File: config.mk
export PLATFORM = sky130hd
export DESIGN_NAME = servo_angle_ramp_flat
export DESIGN_NICKNAME = d
export VERILOG_FILES = /design/src/sv/sar_pkg.sv /design/src/sv/sar_if.sv /design/src/sv/servo_angle_ramp.sv /design/src/sv/sar_fold.sv /design/src/sv/sar_channel.sv /design/src/sv/sar_drain.sv /design/src/flat_wrapper.sv
export VERILOG_INCLUDE_DIRS = /design/src /design/src/sv
export SDC_FILE = /design/constraint.sdc
export NUM_CORES = 1
export LEC_CHECK = 0
export ABC_AREA = 0
export BUFFER_PORTS_ARGS = -buffer_cell sky130_fd_sc_hd__buf_2
export CELL_PAD_IN_SITES_DETAIL_PLACEMENT = 2
export CELL_PAD_IN_SITES_GLOBAL_PLACEMENT = 2
export CORE_MARGIN = 8
export CORE_UTILIZATION = 42
export CTS_CLUSTER_DIAMETER = 100
export DETAILED_ROUTE_END_ITERATION = 8
export PLACE_DENSITY_LB_ADDON = 0.1
export SYNTH_ARGS = -nofsm -noshare
export SYNTH_HDL_FRONTEND = slang
export SYNTH_SLANG_ARGS = --single-unit
File: constraint.sdc
create_clock -name clock -period 24.3 [get_ports clock]
set_input_delay 3.645 -clock clock [delete_from_list [all_inputs] [get_ports clock]]
set_output_delay 3.645 -clock clock [all_outputs]
set_load 0.01 [all_outputs]
File: src/sv/servo_angle_ramp_defines.svh
// Assertion macros shared by the servo angle ramp RTL.
// Depends on nothing; included by files that carry concurrent assertions.
`ifndef SERVO_ANGLE_RAMP_DEFINES_SVH
`define SERVO_ANGLE_RAMP_DEFINES_SVH

// The consequent must hold in the same cycle as the antecedent.
`define SAR_ASSERT_SAME(label, clk, rst, ante, cons) \
   label: assert property (@(posedge clk) disable iff (rst) (ante) |-> (cons)) \
      else $error("servo angle ramp assertion failed");

// The consequent must hold in the cycle after the antecedent.
`define SAR_ASSERT_NEXT(label, clk, rst, ante, cons) \
   label: assert property (@(posedge clk) disable iff (rst) (ante) |=> (cons)) \
      else $error("servo angle ramp assertion failed");

`endif

File: src/sv/sar_pkg.sv
// Types, constants and helper functions for the servo angle ramp.
// No dependencies; sar_if and every module of the block import it.
`timescale 1ns / 1ps

package sar_pkg;

   localparam int unsigned SPEED_REGS  = 6;
   localparam int unsigned CLAW_SERVO  = 5;
   localparam int unsigned MAX_RESULTS = 6;

   localparam int unsigned TYPE_W  = 2;
   localparam int unsigned SERVO_W = 3;
   localparam int unsigned FIELD_W = 16;
   localparam int unsigned ANGLE_W = 8;
   localparam int unsigned SPEED_W = 5;
   localparam int unsigned DELAY_W = 14;
   localparam int unsigned CSR_W   = 3;

   typedef logic [ANGLE_W-1:0] angle_type;
   typedef logic [SPEED_W-1:0] speed_type;
   typedef logic [DELAY_W-1:0] delay_type;

   localparam angle_type CLAW_MAX    = 8'd65;
   localparam angle_type ANGLE_MAX   = 8'd180;
   localparam speed_type SPEED_RESET = 5'd11;
   localparam speed_type SPEED_MAX   = 5'd20;
   localparam speed_type STEP_BASE   = 5'd21;
   localparam delay_type STOP_DELAY  = 14'd9999;

   // Register index of speed_servo0; the other speeds follow in order.
   localparam logic [CSR_W-1:0] CSR_SPEED_BASE = 3'd0;

   typedef enum logic [TYPE_W-1:0] {
      REQ_MOVE = 2'd0,
      REQ_CLAW = 2'd1,
      REQ_TICK = 2'd2
   } req_kind_type;

   typedef struct packed {
      logic      start;
      logic      tick;
      logic      grant;
      angle_type goal;
      delay_type delay;
   } servo_ctl_type;

   typedef struct packed {
      angle_type position;
      logic      due;
   } servo_stat_type;

   function automatic delay_type step_delay(input speed_type speed);
      speed_type sp;
      sp = (speed > SPEED_MAX) ? SPEED_MAX : speed;
      if (sp == '0) begin
         return STOP_DELAY;
      end
      return DELAY_W'(STEP_BASE) - DELAY_W'(sp);
   endfunction

endpackage

File: src/sv/sar_if.sv
// Valid/ready channel interfaces for the servo angle ramp.
// Depends on sar_pkg for field widths.
`timescale 1ns / 1ps

interface sar_req_if import sar_pkg::*; ();
   logic                      valid;
   logic                      ready;
   logic [TYPE_W-1:0]         req_type;
   logic [SERVO_W-1:0]        servo_index;
   logic signed [FIELD_W-1:0] target_angle;
   logic                      claw_open;
   logic signed [FIELD_W-1:0] claw_width;

   modport source (output valid, req_type, servo_index, target_angle, claw_open, claw_width,
                   input ready);
   modport sink (input valid, req_type, servo_index, target_angle, claw_open, claw_width,
                 output ready);
endinterface

interface sar_rsp_if import sar_pkg::*; ();
   logic               valid;
   logic               ready;
   logic [SERVO_W-1:0] out_servo;
   logic [ANGLE_W-1:0] servo_angle;
   logic               last_of_run;

   modport source (output valid, out_servo, servo_angle, last_of_run, input ready);
   modport sink (input valid, out_servo, servo_angle, last_of_run, output ready);
endinterface

File: src/sv/servo_angle_ramp.sv
// Servo angle ramp: keeps a position and goal for each servo and walks the
// position one degree per step toward the goal, one step every 21 - speed
// millisecond ticks (speed capped at 20; 9999 for speed 0). An item is taken
// in the cycle it is offered whenever the pending result set is empty or its
// last beat leaves in that cycle, and all servo state updates at that edge, so
// items that give at most one result stream at one per cycle while the result
// output is not held. The result set is registered in the sequencer, each beat
// then in its output register; a tick that steps k servos (k at most 6) keeps
// ready low until its last beat leaves, as one result register sends every beat.
// Depends on sar_pkg, sar_if, sar_fold, sar_channel, sar_drain and the defines header.
`timescale 1ns / 1ps
`include "servo_angle_ramp_defines.svh"

module servo_angle_ramp import sar_pkg::*; #(
   parameter int unsigned SERVO_COUNT = 6
) (
   input  logic             clock,
   input  logic             reset,
   input  logic             csr_we,
   input  logic [CSR_W-1:0] csr_index,
   input  speed_type        csr_wdata,
   sar_req_if.sink          req_bus,
   sar_rsp_if.source        rsp_bus
);

   speed_type speed_ff [SPEED_REGS];

   req_kind_type           kind;
   logic                   accept;
   logic                   tick;
   logic                   claw_cmd;
   logic                   to_claw;
   angle_type              new_goal;
   logic [SERVO_COUNT-1:0] start_vec;
   logic [SERVO_COUNT-1:0] due_vec;
   logic [SERVO_COUNT-1:0] grant_vec;
   logic [SERVO_COUNT-1:0] emit_vec;
   angle_type              position [SERVO_COUNT];
   servo_ctl_type          ctl [SERVO_COUNT];
   servo_stat_type         stat [SERVO_COUNT];
   logic                   can_accept;
   logic                   drain_busy;

   always_ff @(posedge clock) begin
      for (int i = 0; i < SPEED_REGS; i++) begin
         if (reset) begin
            speed_ff[i] <= SPEED_RESET;
         end else if (csr_we && (csr_index == CSR_SPEED_BASE + CSR_W'(i))) begin
            speed_ff[i] <= csr_wdata;
         end
      end
   end

   assign kind          = req_kind_type'(req_bus.req_type);
   assign accept        = req_bus.valid && req_bus.ready;
   assign req_bus.ready = can_accept;
   assign tick          = accept && (kind == REQ_TICK);
   assign claw_cmd      = (kind == REQ_CLAW);
   assign to_claw       = claw_cmd || (req_bus.servo_index == SERVO_W'(CLAW_SERVO));

   sar_fold u_fold (
      .claw_cmd     (claw_cmd),
      .to_claw      (to_claw),
      .target_angle (req_bus.target_angle),
      .claw_open    (req_bus.claw_open),
      .claw_width   (req_bus.claw_width),
      .goal         (new_goal)
   );

   // A tick steps at most MAX_RESULTS servos; later due servos wait a tick.
   always_comb begin
      for (int s = 0; s < SERVO_COUNT; s++) begin
         start_vec[s] = accept &&
                        (((kind == REQ_MOVE) && (int'(req_bus.servo_index) == s)) ||
                         (claw_cmd && (s == CLAW_SERVO)));
         grant_vec[s] = due_vec[s] &&
                        ($countones(due_vec & ~({SERVO_COUNT{1'b1}} << s)) < MAX_RESULTS);
      end
      emit_vec = start_vec | (grant_vec & {SERVO_COUNT{tick}});
   end

   for (genvar s = 0; s < SERVO_COUNT; s++) begin : g_servo
      delay_type delay;

      if (s < SPEED_REGS) begin : g_reg
         assign delay = step_delay(speed_ff[s]);
      end else begin : g_fixed
         assign delay = step_delay(SPEED_RESET);
      end

      assign ctl[s].start = start_vec[s];
      assign ctl[s].tick  = tick;
      assign ctl[s].grant = grant_vec[s];
      assign ctl[s].goal  = new_goal;
      assign ctl[s].delay = delay;

      sar_channel #(
         .RESET_ANGLE ((s == CLAW_SERVO) ? CLAW_MAX : 8'd0)
      ) u_channel (
         .clock (clock),
         .reset (reset),
         .ctl   (ctl[s]),
         .stat  (stat[s])
      );

      assign due_vec[s]  = stat[s].due;
      assign position[s] = stat[s].position;
   end

   sar_drain #(
      .SERVO_COUNT (SERVO_COUNT)
   ) u_drain (
      .clock      (clock),
      .reset      (reset),
      .load       (accept),
      .load_mask  (emit_vec),
      .position   (position),
      .rsp        (rsp_bus),
      .can_accept (can_accept),
      .busy       (drain_busy)
   );

   `SAR_ASSERT_SAME(a_tick_cap, clock, reset, tick, $countones(grant_vec) <= MAX_RESULTS)
   `SAR_ASSERT_SAME(a_one_start, clock, reset, accept, $onehot0(start_vec))
   `SAR_ASSERT_NEXT(a_emit_pending, clock, reset, accept && (emit_vec != '0), drain_busy)

endmodule

File: src/sv/sar_fold.sv
// Goal angle computation: folds and clamps a move target, or clamps a claw width.
// Depends on sar_pkg.
`timescale 1ns / 1ps

module sar_fold import sar_pkg::*; (
   input  logic                      claw_cmd,
   input  logic                      to_claw,
   input  logic signed [FIELD_W-1:0] target_angle,
   input  logic                      claw_open,
   input  logic signed [FIELD_W-1:0] claw_width,
   output angle_type                 goal
);

   // ceil(2^24 / 360); exact quotient for every magnitude below 2^15 + 180.
   localparam logic [FIELD_W-1:0] FOLD_RECIP = 16'd46604;

   logic signed [FIELD_W:0] shifted;
   logic                    neg;
   logic signed [FIELD_W:0] mag_s;
   logic [FIELD_W-1:0]      mag;
   logic [2*FIELD_W-1:0]    prod;
   logic [FIELD_W-1:0]      quot;
   logic [FIELD_W-1:0]      quot_span;
   logic [FIELD_W-1:0]      rem_full;
   logic [8:0]              rem;
   logic [9:0]              folded;
   logic [9:0]              limit;
   angle_type               move_goal;
   angle_type               width_clamped;
   angle_type               claw_goal;

   always_comb begin
      shifted = $signed({target_angle[FIELD_W-1], target_angle}) + $signed({9'd0, ANGLE_MAX});
      neg     = shifted[FIELD_W];
      mag_s   = neg ? -shifted : shifted;
      mag     = mag_s[FIELD_W-1:0];

      prod      = mag * FOLD_RECIP;
      quot      = FIELD_W'(prod[2*FIELD_W-1:24]);
      // 360 = 256 + 64 + 32 + 8
      quot_span = (quot << 8) + (quot << 6) + (quot << 5) + (quot << 3);
      rem_full  = mag - quot_span;
      rem       = rem_full[8:0];

      // The remainder keeps the sign of the dividend, so a negative sum lands
      // at 180 or more after the offset is taken back off.
      if (neg) begin
         folded = 10'(rem) + 10'(ANGLE_MAX);
      end else if (rem >= 9'(ANGLE_MAX)) begin
         folded = 10'(rem - 9'(ANGLE_MAX));
      end else begin
         folded = 10'(9'(ANGLE_MAX) - rem);
      end

      limit     = to_claw ? 10'(CLAW_MAX) : 10'(ANGLE_MAX);
      move_goal = (folded > limit) ? limit[ANGLE_W-1:0] : folded[ANGLE_W-1:0];

      if (claw_width[FIELD_W-1]) begin
         width_clamped = '0;
      end else if (claw_width > $signed({8'd0, CLAW_MAX})) begin
         width_clamped = CLAW_MAX;
      end else begin
         width_clamped = claw_width[ANGLE_W-1:0];
      end
      claw_goal = claw_open ? width_clamped : CLAW_MAX - width_clamped;

      goal = claw_cmd ? claw_goal : move_goal;
   end

endmodule

File: src/sv/sar_channel.sv
// State of one servo: position, goal, step countdown and moving flag.
// Depends on sar_pkg.
`timescale 1ns / 1ps

module sar_channel import sar_pkg::*; #(
   parameter angle_type RESET_ANGLE = 8'd0
) (
   input  logic           clock,
   input  logic           reset,
   input  servo_ctl_type  ctl,
   output servo_stat_type stat
);

   angle_type position_ff, position_in;
   angle_type goal_ff, goal_in;
   delay_type countdown_ff, countdown_in;
   logic      moving_ff, moving_in;
   angle_type stepped;

   always_ff @(posedge clock) begin
      if (reset) begin
         position_ff  <= RESET_ANGLE;
         goal_ff      <= RESET_ANGLE;
         countdown_ff <= '0;
         moving_ff    <= 1'b0;
      end else begin
         position_ff  <= position_in;
         goal_ff      <= goal_in;
         countdown_ff <= countdown_in;
         moving_ff    <= moving_in;
      end
   end

   always_comb begin
      position_in  = position_ff;
      goal_in      = goal_ff;
      countdown_in = countdown_ff;
      moving_in    = moving_ff;

      if (goal_ff > position_ff) begin
         stepped = position_ff + 8'd1;
      end else if (goal_ff < position_ff) begin
         stepped = position_ff - 8'd1;
      end else begin
         stepped = position_ff;
      end

      if (ctl.start) begin
         goal_in      = ctl.goal;
         countdown_in = ctl.delay;
         moving_in    = (ctl.goal != position_ff);
      end else if (ctl.tick && moving_ff) begin
         if (countdown_ff > DELAY_W'(1)) begin
            countdown_in = countdown_ff - DELAY_W'(1);
         end else if (ctl.grant) begin
            position_in = stepped;
            if (stepped == goal_ff) begin
               moving_in    = 1'b0;
               countdown_in = '0;
            end else begin
               countdown_in = ctl.delay;
            end
         end
         // A due servo that was not granted keeps its count of one.
      end
   end

   assign stat.position = position_ff;
   assign stat.due      = moving_ff && (countdown_ff <= DELAY_W'(1));

endmodule

File: src/sv/sar_drain.sv
// Result sequencer: holds the servos to report for the last item, sends one
// beat per cycle unless back-pressured, lowest first, via an output register.
// Depends on sar_pkg and sar_rsp_if.
`timescale 1ns / 1ps

module sar_drain import sar_pkg::*; #(
   parameter int unsigned SERVO_COUNT = 6
) (
   input  logic                   clock,
   input  logic                   reset,
   input  logic                   load,
   input  logic [SERVO_COUNT-1:0] load_mask,
   input  angle_type              position [SERVO_COUNT],
   sar_rsp_if.source              rsp,
   output logic                   can_accept,
   output logic                   busy
);

   localparam int unsigned IDX_W = $clog2(SERVO_COUNT);

   logic [SERVO_COUNT-1:0] mask_ff, mask_in;
   logic [SERVO_COUNT-1:0] rest;
   logic [IDX_W-1:0]       pick;
   logic                   out_free;
   logic                   advance;

   logic               rsp_valid_ff, rsp_valid_in;
   logic [SERVO_W-1:0] rsp_servo_ff;
   angle_type          rsp_angle_ff;
   logic               rsp_last_ff;

   always_comb begin
      pick = '0;
      for (int i = SERVO_COUNT - 1; i >= 0; i--) begin
         if (mask_ff[i]) begin
            pick = IDX_W'(i);
         end
      end
   end

   // Clearing the lowest set bit leaves the servos still to report.
   assign rest       = mask_ff & (mask_ff - 1'b1);
   assign out_free   = !rsp_valid_ff || rsp.ready;
   assign advance    = (mask_ff != '0) && out_free;
   assign can_accept = (mask_ff == '0) || (out_free && (rest == '0));
   assign busy       = (mask_ff != '0);

   always_comb begin
      if (load) begin
         mask_in = load_mask;
      end else if (advance) begin
         mask_in = rest;
      end else begin
         mask_in = mask_ff;
      end

      if (advance) begin
         rsp_valid_in = 1'b1;
      end else if (rsp.ready) begin
         rsp_valid_in = 1'b0;
      end else begin
         rsp_valid_in = rsp_valid_ff;
      end
   end

   always_ff @(posedge clock) begin
      if (reset) begin
         mask_ff      <= '0;
         rsp_valid_ff <= 1'b0;
      end else begin
         mask_ff      <= mask_in;
         rsp_valid_ff <= rsp_valid_in;
      end
   end

   always_ff @(posedge clock) begin
      if (advance) begin
         rsp_servo_ff <= pick[SERVO_W-1:0];
         rsp_angle_ff <= position[pick];
         rsp_last_ff  <= (rest == '0);
      end
   end

   assign rsp.valid       = rsp_valid_ff;
   assign rsp.out_servo   = rsp_servo_ff;
   assign rsp.servo_angle = rsp_angle_ff;
   assign rsp.last_of_run = rsp_last_ff;

endmodule
File: src/flat_wrapper.sv
// flat-port wrapper written by rule: the top's interface ports become plain ports
module servo_angle_ramp_flat import sar_pkg::*;
#(
   parameter int unsigned SERVO_COUNT = 6
)
  (clock, reset, csr_we, csr_index, csr_wdata, req_bus_valid, req_bus_req_type, req_bus_servo_index, req_bus_target_angle, req_bus_claw_open, req_bus_claw_width, req_bus_ready, rsp_bus_valid, rsp_bus_out_servo, rsp_bus_servo_angle, rsp_bus_last_of_run, rsp_bus_ready);
  sar_req_if req_bus_i ();
  sar_rsp_if rsp_bus_i ();
  input  logic clock;
  input  logic reset;
  input  logic csr_we;
  input  logic [CSR_W-1:0] csr_index;
  input  speed_type csr_wdata;
  input wire logic [$bits(req_bus_i.valid)-1:0] req_bus_valid;
  input wire logic [$bits(req_bus_i.req_type)-1:0] req_bus_req_type;
  input wire logic [$bits(req_bus_i.servo_index)-1:0] req_bus_servo_index;
  input wire logic [$bits(req_bus_i.target_angle)-1:0] req_bus_target_angle;
  input wire logic [$bits(req_bus_i.claw_open)-1:0] req_bus_claw_open;
  input wire logic [$bits(req_bus_i.claw_width)-1:0] req_bus_claw_width;
  output wire logic [$bits(req_bus_i.ready)-1:0] req_bus_ready;
  output wire logic [$bits(rsp_bus_i.valid)-1:0] rsp_bus_valid;
  output wire logic [$bits(rsp_bus_i.out_servo)-1:0] rsp_bus_out_servo;
  output wire logic [$bits(rsp_bus_i.servo_angle)-1:0] rsp_bus_servo_angle;
  output wire logic [$bits(rsp_bus_i.last_of_run)-1:0] rsp_bus_last_of_run;
  input wire logic [$bits(rsp_bus_i.ready)-1:0] rsp_bus_ready;
  assign req_bus_i.valid = req_bus_valid;
  assign req_bus_i.req_type = req_bus_req_type;
  assign req_bus_i.servo_index = req_bus_servo_index;
  assign req_bus_i.target_angle = req_bus_target_angle;
  assign req_bus_i.claw_open = req_bus_claw_open;
  assign req_bus_i.claw_width = req_bus_claw_width;
  assign req_bus_ready = req_bus_i.ready;
  assign rsp_bus_valid = rsp_bus_i.valid;
  assign rsp_bus_out_servo = rsp_bus_i.out_servo;
  assign rsp_bus_servo_angle = rsp_bus_i.servo_angle;
  assign rsp_bus_last_of_run = rsp_bus_i.last_of_run;
  assign rsp_bus_i.ready = rsp_bus_ready;
  servo_angle_ramp #(.SERVO_COUNT(SERVO_COUNT)) u_core (.clock(clock), .reset(reset), .csr_we(csr_we), .csr_index(csr_index), .csr_wdata(csr_wdata), .req_bus(req_bus_i), .rsp_bus(rsp_bus_i));
endmodule
==> summary.md <==
| Metric | Value |
|---|---|
| Outcome | `finished, final reports clean` |
| Final count of negative-setup-slack endpoints | `0` |
| Cell count of the worst reg-to-reg path | `17` |
| Slew Viols, Final | `0` |
| Average detailed-routed wire length per instance | `23.9 µm` |
| Critical setup path kind | `input pin to register` |
| Via count of the first global-routing pass | `23187` |
| Setup repair after global routing missed its margin | `no` |
| CTS sink count | `235` |
| EDFF count, synth | `42` |
| Number of ports placed on the die boundary | `65` |
| Max FO, Critical Path | `18` |
| Placer Congestion | `0.896` |
| Yosys cell types | `104` |
| Count of buffers from port buffering | `64` |
| Multi-input combinational cell area | `14900 µm²` |
| Largest net degree at the start of global routing | `80` |
| Flops & latches, synth | `235` |
| Nets | `3059` |
| Overall routed net length | `82.2 mm` |
| Max H-tree Level | `1` |
| Area of the die | `58100 µm²` |
| Setup crit end kind | `register` |
| Proportion of layout cells with a drive suffix above 1 | `6.85%` |
| Postcts setup bufs | `0` |
| Post-synthesis cell count | `2738` |
| Critical Path Slowest Stage Cell | `o311ai_4` |
| Global-route wire length before repair | `131 mm` |
| Overflow left after global routing | `0` |
| Worst setup SP type | `input pin` |
| Initial antenna violation count | `3` |
| Fin crit period | `17.69 ns` |
| Dominant register cell in the synthesized netlist | `dfxtp_1` |
| CTS tree | `yes` |
| Critical path's largest stage delay | `0.87 ns` |
| Worst hold start | `u_core.g_servo[1].u_channel.countdown_ff[7]` |
| Share of the cycle needed by the critical path after routing | `72.8%` |
| Synthesis-to-finish area growth | `8.96%` |
| Clock Tree Buf Depth | `3` |
| Post-route setup TNS | `0 ns` |
| Dpl hpwl | `64.0 mm` |
| Placeable core region | `50100 µm²` |
| Commonest non-fill, non-tap cells in the layout | `nand2_1, nor2_1, inv_1, a21oi_1, ha_1` |
| Worst-case headroom to the max-slew limit | `18.9%` |
| Vias | `20642` |
| Post-DP Area | `22200 µm²` |
| Final-layout fill cell count | `5827` |
| Starting Density | `42.5%` |
| FFs w/ async S/R, synth | `0%` |
| Synthesized area | `21300 µm²` |
| Worst slew pin tran | `1.21 ns` |
| Chip height | `241 µm` |
| Clock latency on the worst-skew pair | `0.59 ns` |
| Die X | `241 µm` |
| First-pass DRT Iterations | `6` |
| Vias per Instance | `5.99` |
| Max-cap violations | `0` |
| Crit Reg-Reg Startpoint | `u_core.g_servo[3].u_channel.position_ff[2]` |
| Number of buffers inserted during clock tree synthesis | `30` |
| R2R Setup Slk | `18.62 ns` |
| Cell type with the highest occurrence count on the critical path | `ha_1` |
| Total of cells resized after clock tree synthesis | `0` |
| Worst min path class | `register to register` |
| Data required time of the worst path | `24.75 ns` |
| Total of hold buffers inserted after clock tree synthesis | `0` |
| Most frequent standard cell in the layout excluding fill and tap cells | `nand2_1` |
| Clock tree root driver cell | `clkbuf_16` |
| Register area share after synthesis | `24.1%` |
| Worst r2r dst | `u_core.g_servo[3].u_channel.countdown_ff[7]` |
| Arrival time worst endpoint | `18.14 ns` |
| Detail Route Antenna Nets | `0` |
| Fmax | `56.5 MHz` |
| Final Hold Vio Count | `0` |
| Core Rows | `82` |
| Cell count of the worst hold path | `2` |
| Number of design-rule violations left by the first detailed-router iteration | `1037` |
| Post-synth net total | `3049` |
| Number of DRC violations after detailed routing | `0` |
| Area of all sequential standard cells | `5120 µm²` |
| Endpoint with the worst hold slack | `u_core.g_servo[1].u_channel.countdown_ff[7]` |
| Final design instance area without fill | `23200 µm²` |
| Final clock skew | `0.0224 ns` |
| Clock slew seen by the registers of the worst setup and hold paths | `0.06 ns` |
| Average footprint of a synthesized cell | `7.77 µm²` |
| Final core utilization | `46.3%` |
| Number of warnings reported in the yosys synthesis log | `0` |
| Overall track demand over capacity in global routing | `28.1%` |
## kinds of logic (layout without fill, tap and decap cells)
| group | count (synthesis) | count (layout) | share of synthesized area, % |
|---|---|---|---|
| compound gates | 722 | 722 | 21.6 |
| mux | 13 | 13 | 0.612 |
| other cells | 0 | 1 | 0 |
| fa+ha+maj | 260 | 260 | 17.2 |
| xor+xnor | 211 | 211 | 9.00 |
| simple gates | 963 | 963 | 21.3 |
| buf+inv | 334 | 368 | 6.15 |
| flops | 235 | 235 | 24.1 |
## per-stage QoR
step / std cells / setup WS (ns) / hold WS [ns]
6_report: 3445 / 6.61 / 0.476
5_1_grt: 3444 / 5.84 / 0.502
4_1_cts: 3444 / 6.63 / 0.475
3_5_place_dp: 3388 / 6.09 / 0.467
3_3_place_gp: 3388 / 6.97 / 0.451
2_1_floorplan: 2738 / 8.70 / 0.438
## metal layers
metal  GRT usage, %  vias up  wire [µm]  part of all wire (%)
met1           33.3    10515      34800                    42
met5              0        -         14                 0.017
met2           52.0      325      42000                    51
met4           9.37        2       2770                   3.4
met3           3.16      155       2620                   3.2
li1               -     9645          -                     -
## state kept, by name, summed over array words and instances (netlist names)
| register | flops |
|---|---|
| u_core.u_drain.mask_ff | 6 |
| u_core.u_drain.rsp.valid | 1 |
| u_core.u_drain.rsp.servo_angle | 8 |
| u_core.g_servo.u_channel.goal_ff | 48 |
| u_core.u_drain.rsp.out_servo | 3 |
| u_core.g_servo.u_channel.position_ff | 48 |
| u_core.g_servo.u_channel.moving_ff | 6 |
| u_core.u_drain.rsp.last_of_run | 1 |
| u_core.g_servo.u_channel.countdown_ff | 84 |
| u_core.speed_ff | 30 |
## area by class of cell
class / count / share of cell area [%]
clock buffers: 42 / 3.75
repair buffers: 81 / 1.96
clock inverters: 14 / 0.632
flip-flops and latches: 235 / 22.1
inverters: 231 / 3.74
diodes: 1 / 0.0108
multi-input cells: 2169 / 64.2
well taps: 672 / 3.63
## synth_stat cells (22+ instances only)
cell type,n,share of area (%)
xnor2_1,155,6.4
nand4_1,28,0.82
ha_1,205,12
nor2_1,258,4.6
or3_1,24,0.71
and2_1,33,0.97
o21ai_0,192,4.5
nand3_1,67,1.6
dfxtp_1,193,18
edfxtp_1,42,5.9
fa_1,55,5.2
a31oi_1,25,0.74
o211ai_1,25,0.88
a21oi_1,225,5.3
nor2b_1,22,0.65
xor2_1,51,2.1
a21o_1,31,1.1
nor3_1,88,2.1
inv_1,225,4.0
a211oi_1,74,2.6
nor4_1,39,1.1
nand2b_1,36,1.1
nand2_1,298,5.3
clkbuf_1,89,1.6
## critical path, delay by kind of cell
kind	cells	cell delay [ns]
fa+ha+maj	13	5.50
compound gates	15	4.34
buf+inv	7	0.56
xor+xnor	9	3.00
simple gates	7	1.08
## worst max path at each step
| stage | endpoint | depth (start not counted) | slack (ns) | from |
|---|---|---|---|---|
| after global routing | u_core.g_servo[2].u_channel.moving_ff | 51 | 5.84 | req_bus_target_angle[2] |
| after detailed placement | u_core.g_servo[2].u_channel.moving_ff | 51 | 6.09 | req_bus_target_angle[2] |
| after global placement | u_core.g_servo[2].u_channel.moving_ff | 51 | 6.97 | req_bus_target_angle[2] |
| final | u_core.g_servo[2].u_channel.moving_ff | 51 | 6.61 | req_bus_target_angle[2] |
| after CTS | u_core.g_servo[2].u_channel.moving_ff | 51 | 6.63 | req_bus_target_angle[2] |
| after floorplan | u_core.g_servo[1].u_channel.moving_ff | 49 | 8.70 | req_bus_target_angle[2] |
Power is left out: the tool's default activity adds up to more than one toggle a clock period on the data nets, which glitch-free logic cannot reach.
